--- src/sv/u2u8_pkg.sv ---
// Shared types, constants and encoding functions of the UTF-16 to UTF-8 converter.
package u2u8_pkg;

	localparam logic [5:0]  SUR_HIGH_TAG = 6'b110110;
	localparam logic [5:0]  SUR_LOW_TAG  = 6'b110111;
	localparam logic [15:0] RIGHT_QUOTE  = 16'h2019;
	localparam logic [7:0]  APOSTROPHE   = 8'h27;
	localparam logic [7:0]  QUOTE_B0     = 8'hE2;
	localparam logic [7:0]  QUOTE_B1     = 8'h80;
	localparam logic [7:0]  QUOTE_B2     = 8'h99;
	localparam logic [1:0]  CONT_TAG     = 2'b10;
	localparam logic [2:0]  LEAD2_TAG    = 3'b110;
	localparam logic [3:0]  LEAD3_TAG    = 4'b1110;
	localparam logic [4:0]  LEAD4_TAG    = 5'b11110;
	localparam logic [20:0] SUPPL_BASE   = 21'h010000;
	localparam int          MAX_BYTES    = 9;

	typedef enum logic [1:0] {
		OP_NONE,
		OP_BMP,
		OP_PAIR,
		OP_TERM
	} u2u8_op_t;

	// Work for the back end: an optional quote prefix, an optional released
	// high surrogate and the main operation.
	typedef struct packed {
		logic       apos;
		logic       quote;
		logic       rel;
		u2u8_op_t   op;
		logic [9:0] hb;
		logic [15:0] unit;
	} u2u8_cmd_t;

	typedef struct packed {
		logic      valid;
		u2u8_cmd_t cmd;
	} u2u8_q_t;

	// Up to four bytes, first byte in the top bits.
	typedef struct packed {
		logic [31:0] bytes;
		logic [3:0]  len;
	} u2u8_seg_t;

	function automatic u2u8_seg_t enc_bmp(logic [15:0] u);
		u2u8_seg_t s;
		if (u < 16'h0080) begin
			s.bytes = {u[7:0], 24'h0};
			s.len = 4'd1;
		end else if (u < 16'h0800) begin
			s.bytes = {LEAD2_TAG, u[10:6], CONT_TAG, u[5:0], 16'h0};
			s.len = 4'd2;
		end else begin
			s.bytes = {LEAD3_TAG, u[15:12], CONT_TAG, u[11:6], CONT_TAG, u[5:0], 8'h0};
			s.len = 4'd3;
		end
		return s;
	endfunction

	function automatic u2u8_seg_t enc_pair(logic [9:0] hb, logic [15:0] lo);
		u2u8_seg_t s;
		logic [20:0] cp;
		cp = {1'b0, hb, lo[9:0]} + SUPPL_BASE;
		s.bytes = {LEAD4_TAG, cp[20:18], CONT_TAG, cp[17:12], CONT_TAG, cp[11:6],
			CONT_TAG, cp[5:0]};
		s.len = 4'd4;
		return s;
	endfunction

endpackage

--- src/sv/u2u8_if.sv ---
// Valid/ready channel interfaces for code units in and bytes out.
interface u2u8_in_if;
	logic        valid;
	logic        ready;
	logic [15:0] code_unit;

	modport source (output valid, output code_unit, input ready);
	modport sink (input valid, input code_unit, output ready);
endinterface

interface u2u8_out_if;
	logic       valid;
	logic       ready;
	logic [7:0] out_byte;
	logic       last_of_run;
	logic       string_end;

	modport source (output valid, output out_byte, output last_of_run, output string_end,
		input ready);
	modport sink (input valid, input out_byte, input last_of_run, input string_end,
		output ready);
endinterface

--- src/sv/u2u8_front.sv ---
// Front end: accepts code units, tracks surrogate and quote state, issues byte work.
module u2u8_front import u2u8_pkg::*; (
	input  logic            clk,
	input  logic            arst_n,
	u2u8_in_if.sink         unit_ch,
	input  logic            q_ready,
	output u2u8_q_t         push
);

	logic [9:0] hb_q;
	logic       sur_pend_q;
	logic       at_start_q;
	logic       quote_held_q;

	logic [9:0] hb_d;
	logic       sur_pend_d;
	logic       at_start_d;
	logic       quote_held_d;
	logic       accept;
	logic       is_high;
	logic       is_low;
	u2u8_cmd_t  cmd;

	assign unit_ch.ready = q_ready;
	assign accept = unit_ch.valid && q_ready;
	assign is_high = (unit_ch.code_unit[15:10] == SUR_HIGH_TAG);
	assign is_low = (unit_ch.code_unit[15:10] == SUR_LOW_TAG);

	always_comb begin
		hb_d = hb_q;
		sur_pend_d = sur_pend_q;
		at_start_d = at_start_q;
		quote_held_d = quote_held_q;
		cmd.apos = 1'b0;
		cmd.quote = 1'b0;
		cmd.rel = 1'b0;
		cmd.op = OP_NONE;
		cmd.hb = hb_q;
		cmd.unit = unit_ch.code_unit;
		if (unit_ch.code_unit == 16'h0) begin
			cmd.apos = quote_held_q;
			cmd.op = OP_TERM;
			hb_d = '0;
			sur_pend_d = 1'b0;
			at_start_d = 1'b1;
			quote_held_d = 1'b0;
		end else if (quote_held_q && !sur_pend_q && is_high) begin
			// The quote stays held together with the new high surrogate.
			sur_pend_d = 1'b1;
			hb_d = unit_ch.code_unit[9:0];
		end else begin
			cmd.quote = quote_held_q;
			quote_held_d = 1'b0;
			at_start_d = 1'b0;
			sur_pend_d = 1'b0;
			if (sur_pend_q && is_low) begin
				cmd.op = OP_PAIR;
			end else begin
				cmd.rel = sur_pend_q;
				if (is_high) begin
					sur_pend_d = 1'b1;
					hb_d = unit_ch.code_unit[9:0];
				end else if (at_start_q && unit_ch.code_unit == RIGHT_QUOTE) begin
					quote_held_d = 1'b1;
				end else begin
					cmd.op = OP_BMP;
				end
			end
		end
	end

	assign push.cmd = cmd;
	assign push.valid = accept && (cmd.quote || cmd.rel || cmd.op != OP_NONE);

	always_ff @(posedge clk or negedge arst_n) begin
		if (!arst_n) begin
			hb_q <= '0;
			sur_pend_q <= 1'b0;
			at_start_q <= 1'b1;
			quote_held_q <= 1'b0;
		end else if (accept) begin
			hb_q <= hb_d;
			sur_pend_q <= sur_pend_d;
			at_start_q <= at_start_d;
			quote_held_q <= quote_held_d;
		end
	end

endmodule

--- src/sv/u2u8_queue.sv ---
// Small register queue of byte work between the front and back ends.
module u2u8_queue import u2u8_pkg::*; #(
	parameter int DEPTH = 2
) (
	input  logic    clk,
	input  logic    arst_n,
	input  u2u8_q_t push,
	output logic    not_full,
	output u2u8_q_t head,
	input  logic    pop
);

	localparam int PTR_W = $clog2(DEPTH);
	localparam int CNT_W = $clog2(DEPTH + 1);

	u2u8_cmd_t        mem_q [DEPTH];
	logic [PTR_W-1:0] wr_ptr_q;
	logic [PTR_W-1:0] rd_ptr_q;
	logic [CNT_W-1:0] count_q;

	logic do_push;
	logic do_pop;

	assign not_full = (count_q != CNT_W'(DEPTH));
	assign do_push = push.valid && not_full;
	assign do_pop = pop && (count_q != '0);
	assign head.valid = (count_q != '0);
	assign head.cmd = mem_q[rd_ptr_q];

	always_ff @(posedge clk) begin
		if (do_push) begin
			mem_q[wr_ptr_q] <= push.cmd;
		end
	end

	always_ff @(posedge clk or negedge arst_n) begin
		if (!arst_n) begin
			wr_ptr_q <= '0;
			rd_ptr_q <= '0;
			count_q <= '0;
		end else begin
			if (do_push) begin
				wr_ptr_q <= (wr_ptr_q == PTR_W'(DEPTH - 1)) ? '0 : wr_ptr_q + 1'b1;
			end
			if (do_pop) begin
				rd_ptr_q <= (rd_ptr_q == PTR_W'(DEPTH - 1)) ? '0 : rd_ptr_q + 1'b1;
			end
			if (do_push && !do_pop) begin
				count_q <= count_q + 1'b1;
			end else if (do_pop && !do_push) begin
				count_q <= count_q - 1'b1;
			end
		end
	end

endmodule

--- src/sv/u2u8_back.sv ---
// Back end: expands queued work into bytes and sends one byte per cycle while the byte channel is ready.
module u2u8_back import u2u8_pkg::*; (
	input  logic      clk,
	input  logic      arst_n,
	input  u2u8_q_t   head,
	output logic      pop,
	u2u8_out_if.source byte_ch
);

	localparam int BUF_W = 8 * MAX_BYTES;

	logic [BUF_W-1:0] buf_q;
	logic [3:0]       rem_q;
	logic             term_q;
	logic             ovalid_q;
	logic [7:0]       obyte_q;
	logic             olast_q;
	logic             oend_q;

	logic [BUF_W-1:0] list;
	logic [3:0]       n;
	u2u8_seg_t        pre;
	u2u8_seg_t        rel;
	u2u8_seg_t        main;
	logic             out_free;
	logic             move;

	// Lay the segments of one item side by side, first byte at the top.
	always_comb begin
		pre.bytes = '0;
		pre.len = 4'd0;
		if (head.cmd.apos) begin
			pre.bytes = {APOSTROPHE, 24'h0};
			pre.len = 4'd1;
		end else if (head.cmd.quote) begin
			pre.bytes = {QUOTE_B0, QUOTE_B1, QUOTE_B2, 8'h0};
			pre.len = 4'd3;
		end
		rel.bytes = '0;
		rel.len = 4'd0;
		if (head.cmd.rel) begin
			rel = enc_bmp({SUR_HIGH_TAG, head.cmd.hb});
		end
		case (head.cmd.op)
			OP_BMP:  main = enc_bmp(head.cmd.unit);
			OP_PAIR: main = enc_pair(head.cmd.hb, head.cmd.unit);
			OP_TERM: main = '{bytes: 32'h0, len: 4'd1};
			default: main = '{bytes: 32'h0, len: 4'd0};
		endcase
		list = {pre.bytes, 40'h0};
		n = pre.len;
		list = list | ({rel.bytes, 40'h0} >> {n, 3'b000});
		n = n + rel.len;
		list = list | ({main.bytes, 40'h0} >> {n, 3'b000});
		n = n + main.len;
	end

	assign out_free = !ovalid_q || byte_ch.ready;
	assign move = out_free && (rem_q != 4'd0);
	assign pop = head.valid && ((rem_q == 4'd0) || (rem_q == 4'd1 && move));

	assign byte_ch.valid = ovalid_q;
	assign byte_ch.out_byte = obyte_q;
	assign byte_ch.last_of_run = olast_q;
	assign byte_ch.string_end = oend_q;

	always_ff @(posedge clk or negedge arst_n) begin
		if (!arst_n) begin
			rem_q <= 4'd0;
			ovalid_q <= 1'b0;
		end else begin
			if (pop) begin
				rem_q <= n;
			end else if (move) begin
				rem_q <= rem_q - 4'd1;
			end
			if (move) begin
				ovalid_q <= 1'b1;
			end else if (out_free) begin
				ovalid_q <= 1'b0;
			end
		end
	end

	always_ff @(posedge clk) begin
		if (pop) begin
			buf_q <= list;
			term_q <= (head.cmd.op == OP_TERM);
		end else if (move) begin
			buf_q <= {buf_q[BUF_W-9:0], 8'h0};
		end
		if (move) begin
			obyte_q <= buf_q[BUF_W-1 -: 8];
			olast_q <= (rem_q == 4'd1);
			oend_q <= term_q && (rem_q == 4'd1);
		end
	end

endmodule

--- src/sv/utf16_to_utf8_stream.sv ---
// Streaming UTF-16 to UTF-8 converter, one code unit in and one byte out per item.
// Each accepted unit's work passes through the queue, the byte buffer and then the output register.
// Throughput: the output register sends one byte per cycle while the byte channel is ready,
// and a unit yields 1 to 9 bytes for the byte sender (about 1 to 3 in practice).
// Units that only change state are taken by the front end and push no work to the back end.
// Reset clears the queue and output register and returns the state to a string start.
module utf16_to_utf8_stream import u2u8_pkg::*; #(
	parameter int QUEUE_DEPTH = 2
) (
	input  logic       clk,
	input  logic       arst_n,
	u2u8_in_if.sink    unit_ch,
	u2u8_out_if.source byte_ch
);

	u2u8_q_t push;
	u2u8_q_t head;
	logic    q_ready;
	logic    pop;

	u2u8_front u_front (
		.clk     (clk),
		.arst_n  (arst_n),
		.unit_ch (unit_ch),
		.q_ready (q_ready),
		.push    (push)
	);

	u2u8_queue #(
		.DEPTH (QUEUE_DEPTH)
	) u_queue (
		.clk      (clk),
		.arst_n   (arst_n),
		.push     (push),
		.not_full (q_ready),
		.head     (head),
		.pop      (pop)
	);

	u2u8_back u_back (
		.clk     (clk),
		.arst_n  (arst_n),
		.head    (head),
		.pop     (pop),
		.byte_ch (byte_ch)
	);

endmodule

--- src/flat_wrapper.sv ---
// flat-port wrapper written by rule: the top's interface ports become plain ports
module utf16_to_utf8_stream_flat import u2u8_pkg::*;
#(
	parameter int QUEUE_DEPTH = 2
)
  (clk, arst_n, unit_ch_valid, unit_ch_code_unit, unit_ch_ready, byte_ch_valid, byte_ch_out_byte, byte_ch_last_of_run, byte_ch_string_end, byte_ch_ready);
  u2u8_in_if unit_ch_i ();
  u2u8_out_if byte_ch_i ();
  input  logic clk;
  input  logic arst_n;
  input wire logic [$bits(unit_ch_i.valid)-1:0] unit_ch_valid;
  input wire logic [$bits(unit_ch_i.code_unit)-1:0] unit_ch_code_unit;
  output wire logic [$bits(unit_ch_i.ready)-1:0] unit_ch_ready;
  output wire logic [$bits(byte_ch_i.valid)-1:0] byte_ch_valid;
  output wire logic [$bits(byte_ch_i.out_byte)-1:0] byte_ch_out_byte;
  output wire logic [$bits(byte_ch_i.last_of_run)-1:0] byte_ch_last_of_run;
  output wire logic [$bits(byte_ch_i.string_end)-1:0] byte_ch_string_end;
  input wire logic [$bits(byte_ch_i.ready)-1:0] byte_ch_ready;
  assign unit_ch_i.valid = unit_ch_valid;
  assign unit_ch_i.code_unit = unit_ch_code_unit;
  assign unit_ch_ready = unit_ch_i.ready;
  assign byte_ch_valid = byte_ch_i.valid;
  assign byte_ch_out_byte = byte_ch_i.out_byte;
  assign byte_ch_last_of_run = byte_ch_i.last_of_run;
  assign byte_ch_string_end = byte_ch_i.string_end;
  assign byte_ch_i.ready = byte_ch_ready;
  utf16_to_utf8_stream #(.QUEUE_DEPTH(QUEUE_DEPTH)) u_core (.clk(clk), .arst_n(arst_n), .unit_ch(unit_ch_i), .byte_ch(byte_ch_i));
endmodule
--- config.mk ---
export PLATFORM = sky130hd
export DESIGN_NAME = utf16_to_utf8_stream_flat
export DESIGN_NICKNAME = d
export VERILOG_FILES = /design/src/sv/u2u8_pkg.sv /design/src/sv/u2u8_if.sv /design/src/sv/u2u8_front.sv /design/src/sv/u2u8_queue.sv /design/src/sv/u2u8_back.sv /design/src/sv/utf16_to_utf8_stream.sv /design/src/flat_wrapper.sv
export SDC_FILE = /design/constraint.sdc
export NUM_CORES = 1
export LEC_CHECK = 0
export BUFFER_PORTS_ARGS = -buffer_cell sky130_fd_sc_hd__buf_2
export CAP_MARGIN = 20
export CELL_PAD_IN_SITES_DETAIL_PLACEMENT = 2
export CELL_PAD_IN_SITES_GLOBAL_PLACEMENT = 2
export CORE_MARGIN = 5
export CORE_UTILIZATION = 43
export DETAILED_ROUTE_END_ITERATION = 12
export GPL_TIMING_DRIVEN = 1
export PLACE_DENSITY_LB_ADDON = 0.08
export SLEW_MARGIN = 20
export SYNTH_ARGS = -nofsm -noshare
export SYNTH_HDL_FRONTEND = slang
export SYNTH_SLANG_ARGS = --single-unit
--- constraint.sdc ---
create_clock -name clk -period 5.2 [get_ports clk]
set_input_delay 0.52 -clock clk [delete_from_list [all_inputs] [get_ports clk]]
set_output_delay 0.52 -clock clk [all_outputs]
set_load 0.1 [all_outputs]
* Yosys cells after proc, flatten, opt, wreduce, memory -nomap -nowiden
Memory sizes are Yosys's and may differ from the RTL's.
Index checks and enable logic that the tools add are counted.
** Word-level totals
- Flip-flop bits (word level) :: 105
- Latch bits :: 0
- Memory bits (writable) :: 62
- Bits in read-only memories :: 0
- Input bits :: 20
- Output and inout bits :: 12
- Word-level logic and storage cells :: 113
- Memories kept :: 1
** Memory list
- u_core.u_queue.mem_q :: words 2, width 31, rd ports 1, clocked after Yosys merged registers in 0, write ports 1, RTL line u2u8_queue.sv:16 : u2u8_cmd_t mem_q [DEPTH];
** Cells by class
- Add/subtract/negate cells :: 8
- Multipliers :: 0
- Divide/modulo/power cells :: 0
- $lt $le $gt $ge :: 2
- Equality and inequality tests :: 10
- Shift-type cells :: 2
- Multiplexer cells :: 41
- Bitwise logic cells :: 2
- Reduce and logical (&&, ||, !) cells :: 33
** Operators by type and width (count)
- 36-bit 2-to-1 mux :: 4
- 72-bit 2-to-1 mux :: 2
- 72-bit bitwise OR :: 2
- 72-bit by 7-bit >> shifter with 72-bit output :: 2
- 36-bit one-hot mux with 3 select lines :: 1
- 10-bit 2-to-1 mux :: 4
- 34-bit 2-to-1 mux :: 1
- 20-bit by 17-bit adder with 21-bit output (second input constant) :: 1
- 1-bit 2-to-1 mux :: 20
- 16-bit by 14-bit == test with 1-bit output (second input constant) :: 1
- 16-bit logical NOT :: 1
- 16-bit by 12-bit < comparator with 1-bit output (second input constant) :: 1
- 16-bit by 8-bit < comparator with 1-bit output (second input constant) :: 1
- 1-bit logical AND :: 14
- 6-bit == test (second input constant) :: 2
- 2-bit 2-to-1 mux :: 6
- 4-bit 2-to-1 mux :: 3
- 2-bit nonzero test :: 5
- 4-bit adder :: 2
- 2-bit == test (second input constant) :: 2
- 4-bit by 1-bit == test with 1-bit output (second input constant) :: 1
- 1-bit logical NOT :: 4
- 4-bit logical NOT :: 1
- 1-bit logical OR :: 4
- other kinds (11) :: 13

* Logic depth before layout (Yosys ltp)
- Word-level depth :: 15
- Mapped depth :: 15
- Depth with buffers taken out :: 10

* By module
From an unflattened synthesis, not the netlist that was laid out.
** Second synthesis, totals
- Cell total of the unflattened synthesis :: 782
- Area, all modules :: 9121.2 µm²
** Modules (own cells, without submodules)
- u2u8_back :: instances 1, cells each 591, area each 5749.3 µm², seq. area each 2587.5 µm²
- u2u8_queue :: instances 1, cells each 115, area each 2587.5 µm², seq. area each 1961.9 µm²
- u2u8_front :: instances 1, cells each 76, area each 784.5 µm², seq. area each 326.6 µm²

* Least setup slack after synthesis
Ideal clock, no wire load.
- Path type :: reg-to-reg
- From :: register u_core.u_back.ovalid_q (netlist: u_core.u_back.byte_ch.valid)
- To :: register u_core.u_back.buf_q[0] (enable)
- Library setup time :: 0.736 ns
- Arrival :: 3.508 ns
- Required time :: 4.464 ns
- Slack :: 0.956 ns
- Cell stages (with the launch flop) :: 8
- Path buffers :: 3
- Period minus slack after synthesis :: 4.244 ns
- Path through :: dfrtp_1 nand2b_1 a21o_1 nand2_1 clkbuf_1 clkbuf_1 buf_1 nand2_1
** Between the ends
- Longest elaborated chain between the ends :: 7
** RTL lines
- start: declaration :: RTL line u2u8_back.sv:15 : logic ovalid_q;
- start signal: assignment :: RTL line u2u8_back.sv:70 : ovalid_q <= 1'b0;
- start signal: assignment :: RTL line u2u8_back.sv:78 : ovalid_q <= 1'b1;
- start signal: assignment :: RTL line u2u8_back.sv:80 : ovalid_q <= 1'b0;
- 1-bit logical NOT (*) :: RTL line u2u8_back.sv:58 : assign out_free = !ovalid_q || byte_ch.ready;
- 1-bit logical OR (*) :: RTL line u2u8_back.sv:58
- 1-bit logical AND (*) :: RTL line u2u8_back.sv:59 : assign move = out_free && (rem_q != 4'd0);
- 1-bit logical AND :: RTL line u2u8_back.sv:60 : assign pop = head.valid && ((rem_q == 4'd0) || (rem_q == 4'd1 && move));
- 1-bit logical OR :: RTL line u2u8_back.sv:60
- 1-bit logical AND :: RTL line u2u8_back.sv:60
- 2-bit nonzero test (no source line) (*)
- end signal: assignment :: RTL line u2u8_back.sv:87 : buf_q <= list;
- end signal: assignment :: RTL line u2u8_back.sv:90 : buf_q <= {buf_q[BUF_W-9:0], 8'h0};
- end: declaration :: RTL line u2u8_back.sv:12 : logic [BUF_W-1:0] buf_q;
Every way passes the cells marked *; elsewhere a longest branch is shown, timed or not.
A chain may end at the register's enable or synchronous reset.

* Worst setup path in the final report
- From :: register u_core.u_queue.rd_ptr_q
- To :: register u_core.u_back.buf_q[36], data pin
** Between the ends
- Longest elaborated chain between the ends :: 8
- Elaborated cells on any way between the ends :: 19
- Classes of those cells :: add/sub (2); order compare (2); eq/ne (3); shift (2); mux (7); bitwise (2); memory (1)
** RTL lines
- start: declaration :: RTL line u2u8_queue.sv:18 : logic [PTR_W-1:0] rd_ptr_q;
- start signal: assignment :: RTL line u2u8_queue.sv:46 : rd_ptr_q <= (rd_ptr_q == PTR_W'(DEPTH - 1)) ? '0 : rd_ptr_q + 1'b1;
- memory read 2 x 31 bit (*)
- 16-bit by 12-bit < comparator with 1-bit output :: RTL line u2u8_pkg.sv:52 : end else if (u < 16'h0800) begin
- 34-bit 2-to-1 mux :: RTL line u2u8_pkg.sv:52
- 36-bit 2-to-1 mux :: RTL line u2u8_pkg.sv:49 : if (u < 16'h0080) begin
- 36-bit one-hot mux with 3 select lines :: RTL line u2u8_back.sv:44 : case (head.cmd.op)
- 72-bit by 7-bit >> shifter with 72-bit output :: RTL line u2u8_back.sv:54 : list = list | ({main.bytes, 40'h0} >> {n, 3'b000});
- 72-bit bitwise OR (*) :: RTL line u2u8_back.sv:54
- 72-bit 2-to-1 mux (*) :: RTL line u2u8_back.sv:86 : if (pop) begin
Marked as above.

==> impl_metrics.ini <==
[clock_network]
cts_buffer_depth = 2
cts_tree = yes
holdBufCountCts = 0
clk_latency_ns = 0.46
clockRootBuffer = clkbuf_16
cts_buffers = 17
cts_setup_buffers = 0
cts.clk_slew.worst_paths_ns = 0.07
h-tree-depth = 4
cts_resized = 0
clock_sinks = 166

[power_and_ir_drop]
ir_drop_mv = 0.3583
pwr_density_cell_mw_per_mm2 = 771.9
leakagePower_nw = 3.539

[synthesis]
synth.yosys.seq_area_share_pct = 54.86
yosys_warnings = 0
avgSynthCellArea_um2 = 11.29
async_flop_share_pct = 13.25
synth-edff-count = 144
synth_cells = 787
syn_area_mm2 = 0.008889
syn-num-nets = 821
synth-main-ff-cell = edfxtp_1
ys_seq_elements = 166
yosys.cell_types.count = 78

[critical_path]
cp-end-kind = flop
worstSetupStartpointType = flop
arrival_ns = 4.57
rrSetupSlack_ns = 0.81
critical_path_required_ns = 5.39
crit_fanout = 13
critPathKind = flop to flop

[global_route]
grt-busiest-layer = met2
met2_usage_pct = 48.72
antenna_found_initial = 2
grt_pass1_vias = 7984
met3_usage_pct = 6.099
grt_use_met1_pct = 37.12
grt_pass1_wl_um = 52130
grt_usage_pct = 29.44
grt_max_degree = 83
grt-ovfl-total = 0

[final_layout]
multi_input_area_mm2 = 0.003759
area_delta_synth_final_pct = 11.37
fillers = 2104
layout-drive-gt1-share_pct = 14.92
seqCellArea_mm2 = 0.004877
final_nets = 852
final_cells = 1101
diodes = 0

[route]
final_antenna_net_count = 0
drtIter0Drc = 707
drt-total-wl_um = 34680
drc = 0
first_pass_iters = 5
avgViaCountPerCell = 6.750
vias = 7432
routedWlPerCell_um = 31.50

[floorplan]
die_w_um = 153.8
core_area_mm2 = 0.02030
die-area_mm2 = 0.02365
die_y_um = 153.8
rows = 52
io_pins = 32
initial_core_util_pct = 43.79

[sta]
relSlewSlack_pct = 26.15
finalCriticalPeriod_ns = 4.386
slew_violations = 0
tightest_slew_ns = 1.077
fin_crit_sh_pct = 84.34
hold_viol = 0
fin_skew_ns = 0.01824
holdWs_ns = 0.06860
final-setup-viol-count = 0
finalSetupTns_ns = 0
rsz0062_at_grt = false
fmax_mhz = 228.0

[status]
status = finished clean

[place]
dp_hpwl_um = 24490
gp_congestion = 0.9809
place_inst = 1069
io_buffers = 31

[min_path]
min_path_type = input pin to async pin

[flow_run]
drv_cap = 0
-- routing by layer --
metal	part of all wire, %	up-vias
met5	0.072	-
met4	4.8	4
met3	6.1	108
met2	49	329
met1	40	3810
li1	-	3181
-- stage by stage --
stage          area (µm²)  total power, mW  setup slack [ns]  utilization (%)
2_1_floorplan        8889            4.865            0.9555                -
3_3_place_gp         9354            6.092             1.180            46.08
3_5_place_dp         9354            6.276            0.9936            46.08
4_1_cts              9899            7.574            0.8956            48.77
5_1_grt              9899            7.956            0.5545            48.77
6_report             9899            7.641            0.8144            48.77
-- worst paths after layout --
check / startpoint / to / cells after the start
max: u_core.u_queue.rd_ptr_q / u_core.u_back.buf_q[36] / 10
min: arst_n / u_core.u_queue.wr_ptr_q / 1
max reg2reg: u_core.u_queue.rd_ptr_q / u_core.u_back.buf_q[36] / 10
min reg2reg: u_core.u_back.buf_q[65] / u_core.u_back.byte_ch.out_byte[1] / 0
max in group asynchronous: arst_n / u_core.u_queue.rd_ptr_q / 1
min in group clk: unit_ch_code_unit[11] / u_core.u_queue.mem_q[1][11] / 1
-- worst max-delay path, stage by stage, from the launching register on --
cell and delay, ns:
dfrtp_2 0.43, mux2i_1 0.75, nand2_1 0.33, ha_1 0.35, fa_1 0.87, buf_4 0.30, nand2b_1 0.15, nor3_1 0.11
a31o_2 0.31, a221oi_1 0.37, o21ai_0 0.15
-- state kept, by name, indices dropped and copies added, names as in the netlist, 2 cells and up --
name,count
u_core.u_queue.mem_q,62
u_core.u_front.hb_q,10
u_core.u_queue.count_q,2
u_core.u_back.buf_q,71
u_core.u_back.byte_ch.out_byte,8
u_core.u_back.rem_q,4
-- cells by family after synthesis --
group / share of synthesized area (%)
flops: 54.86
fa+ha+maj: 2.140
mux: 4.659
buf+inv: 2.942
compound gates: 20.96
simple gates: 13.46
xor+xnor: 0.9853
-- where the power goes --
group | leakage, nW | internal [mW] | total [mW] | switching [mW]
Combinational | 1.60 | 1.10 | 3.97 | 2.87
Sequential | 1.67 | 2.15 | 2.42 | 0.272
Clock | 0.264 | 0.626 | 1.25 | 0.623
Total | 3.54 | 3.88 | 7.64 | 3.76
-- final cells by class --
type,count,share of cell area (%)
multi-input combinational,562,37.97
sequential,166,49.27
inverter,20,0.7583
tap,270,3.413
clock buffer,18,4.335
clock inverter,14,1.175
timing repair buffer,51,3.084
-- cell usage in the layout, fill, tap and decap left out, types with 5 or more instances in the layout --
| master | Yosys | routed |
|---|---|---|
| or3_1 | 5 | 5 |
| nand2_1 | 65 | 63 |
| nor2_1 | 64 | 64 |
| mux2_2 | 15 | 15 |
| nor4_1 | 11 | 11 |
| o211ai_1 | 7 | 7 |
| inv_6 | 0 | 6 |
| a32oi_1 | 5 | 5 |
| buf_4 | 2 | 20 |
| a21o_1 | 7 | 7 |
| o22ai_1 | 22 | 22 |
| mux2i_1 | 23 | 23 |
| a21oi_1 | 44 | 44 |
| o221ai_1 | 7 | 7 |
| clkbuf_16 | 0 | 17 |
| nand2b_1 | 12 | 12 |
| edfxtp_1 | 144 | 144 |
| o21ai_0 | 57 | 57 |
| a211oi_1 | 11 | 11 |
| and3_1 | 11 | 11 |
| nand3_1 | 15 | 15 |
| inv_1 | 19 | 19 |
| a221oi_1 | 10 | 10 |
| a221o_1 | 8 | 8 |
| o31ai_1 | 6 | 6 |
| a22oi_1 | 11 | 11 |
| a22o_1 | 16 | 16 |
| nor2b_1 | 6 | 5 |
| a31oi_1 | 10 | 10 |
| nor3_1 | 20 | 20 |
| ha_1 | 12 | 12 |
| buf_2 | 8 | 31 |
| dfrtp_1 | 21 | 20 |
| xnor2_1 | 6 | 6 |
-- Yosys cell counts (10+ instances only) --
library cell | instances | share of area (%)
edfxtp_1 | 144 | 49
a31oi_1 | 10 | 0.70
nor3_1 | 20 | 1.1
dfrtp_1 | 21 | 5.9
clkbuf_1 | 20 | 0.84
a21oi_1 | 44 | 2.5
a221oi_1 | 10 | 0.99
nor2_1 | 64 | 2.7
mux2i_1 | 23 | 2.6
mux2_2 | 15 | 1.9
ha_1 | 12 | 1.7
nand3_1 | 15 | 0.84
a22oi_1 | 11 | 0.93
a211oi_1 | 11 | 0.93
nor4_1 | 11 | 0.77
a22o_1 | 16 | 1.6
o22ai_1 | 22 | 1.5
inv_1 | 19 | 0.80
and3_1 | 11 | 0.77
o21ai_0 | 57 | 3.2
nand2_1 | 65 | 2.7
nand2b_1 | 12 | 0.84
Note: power is estimated with default switching activity, not from simulation.
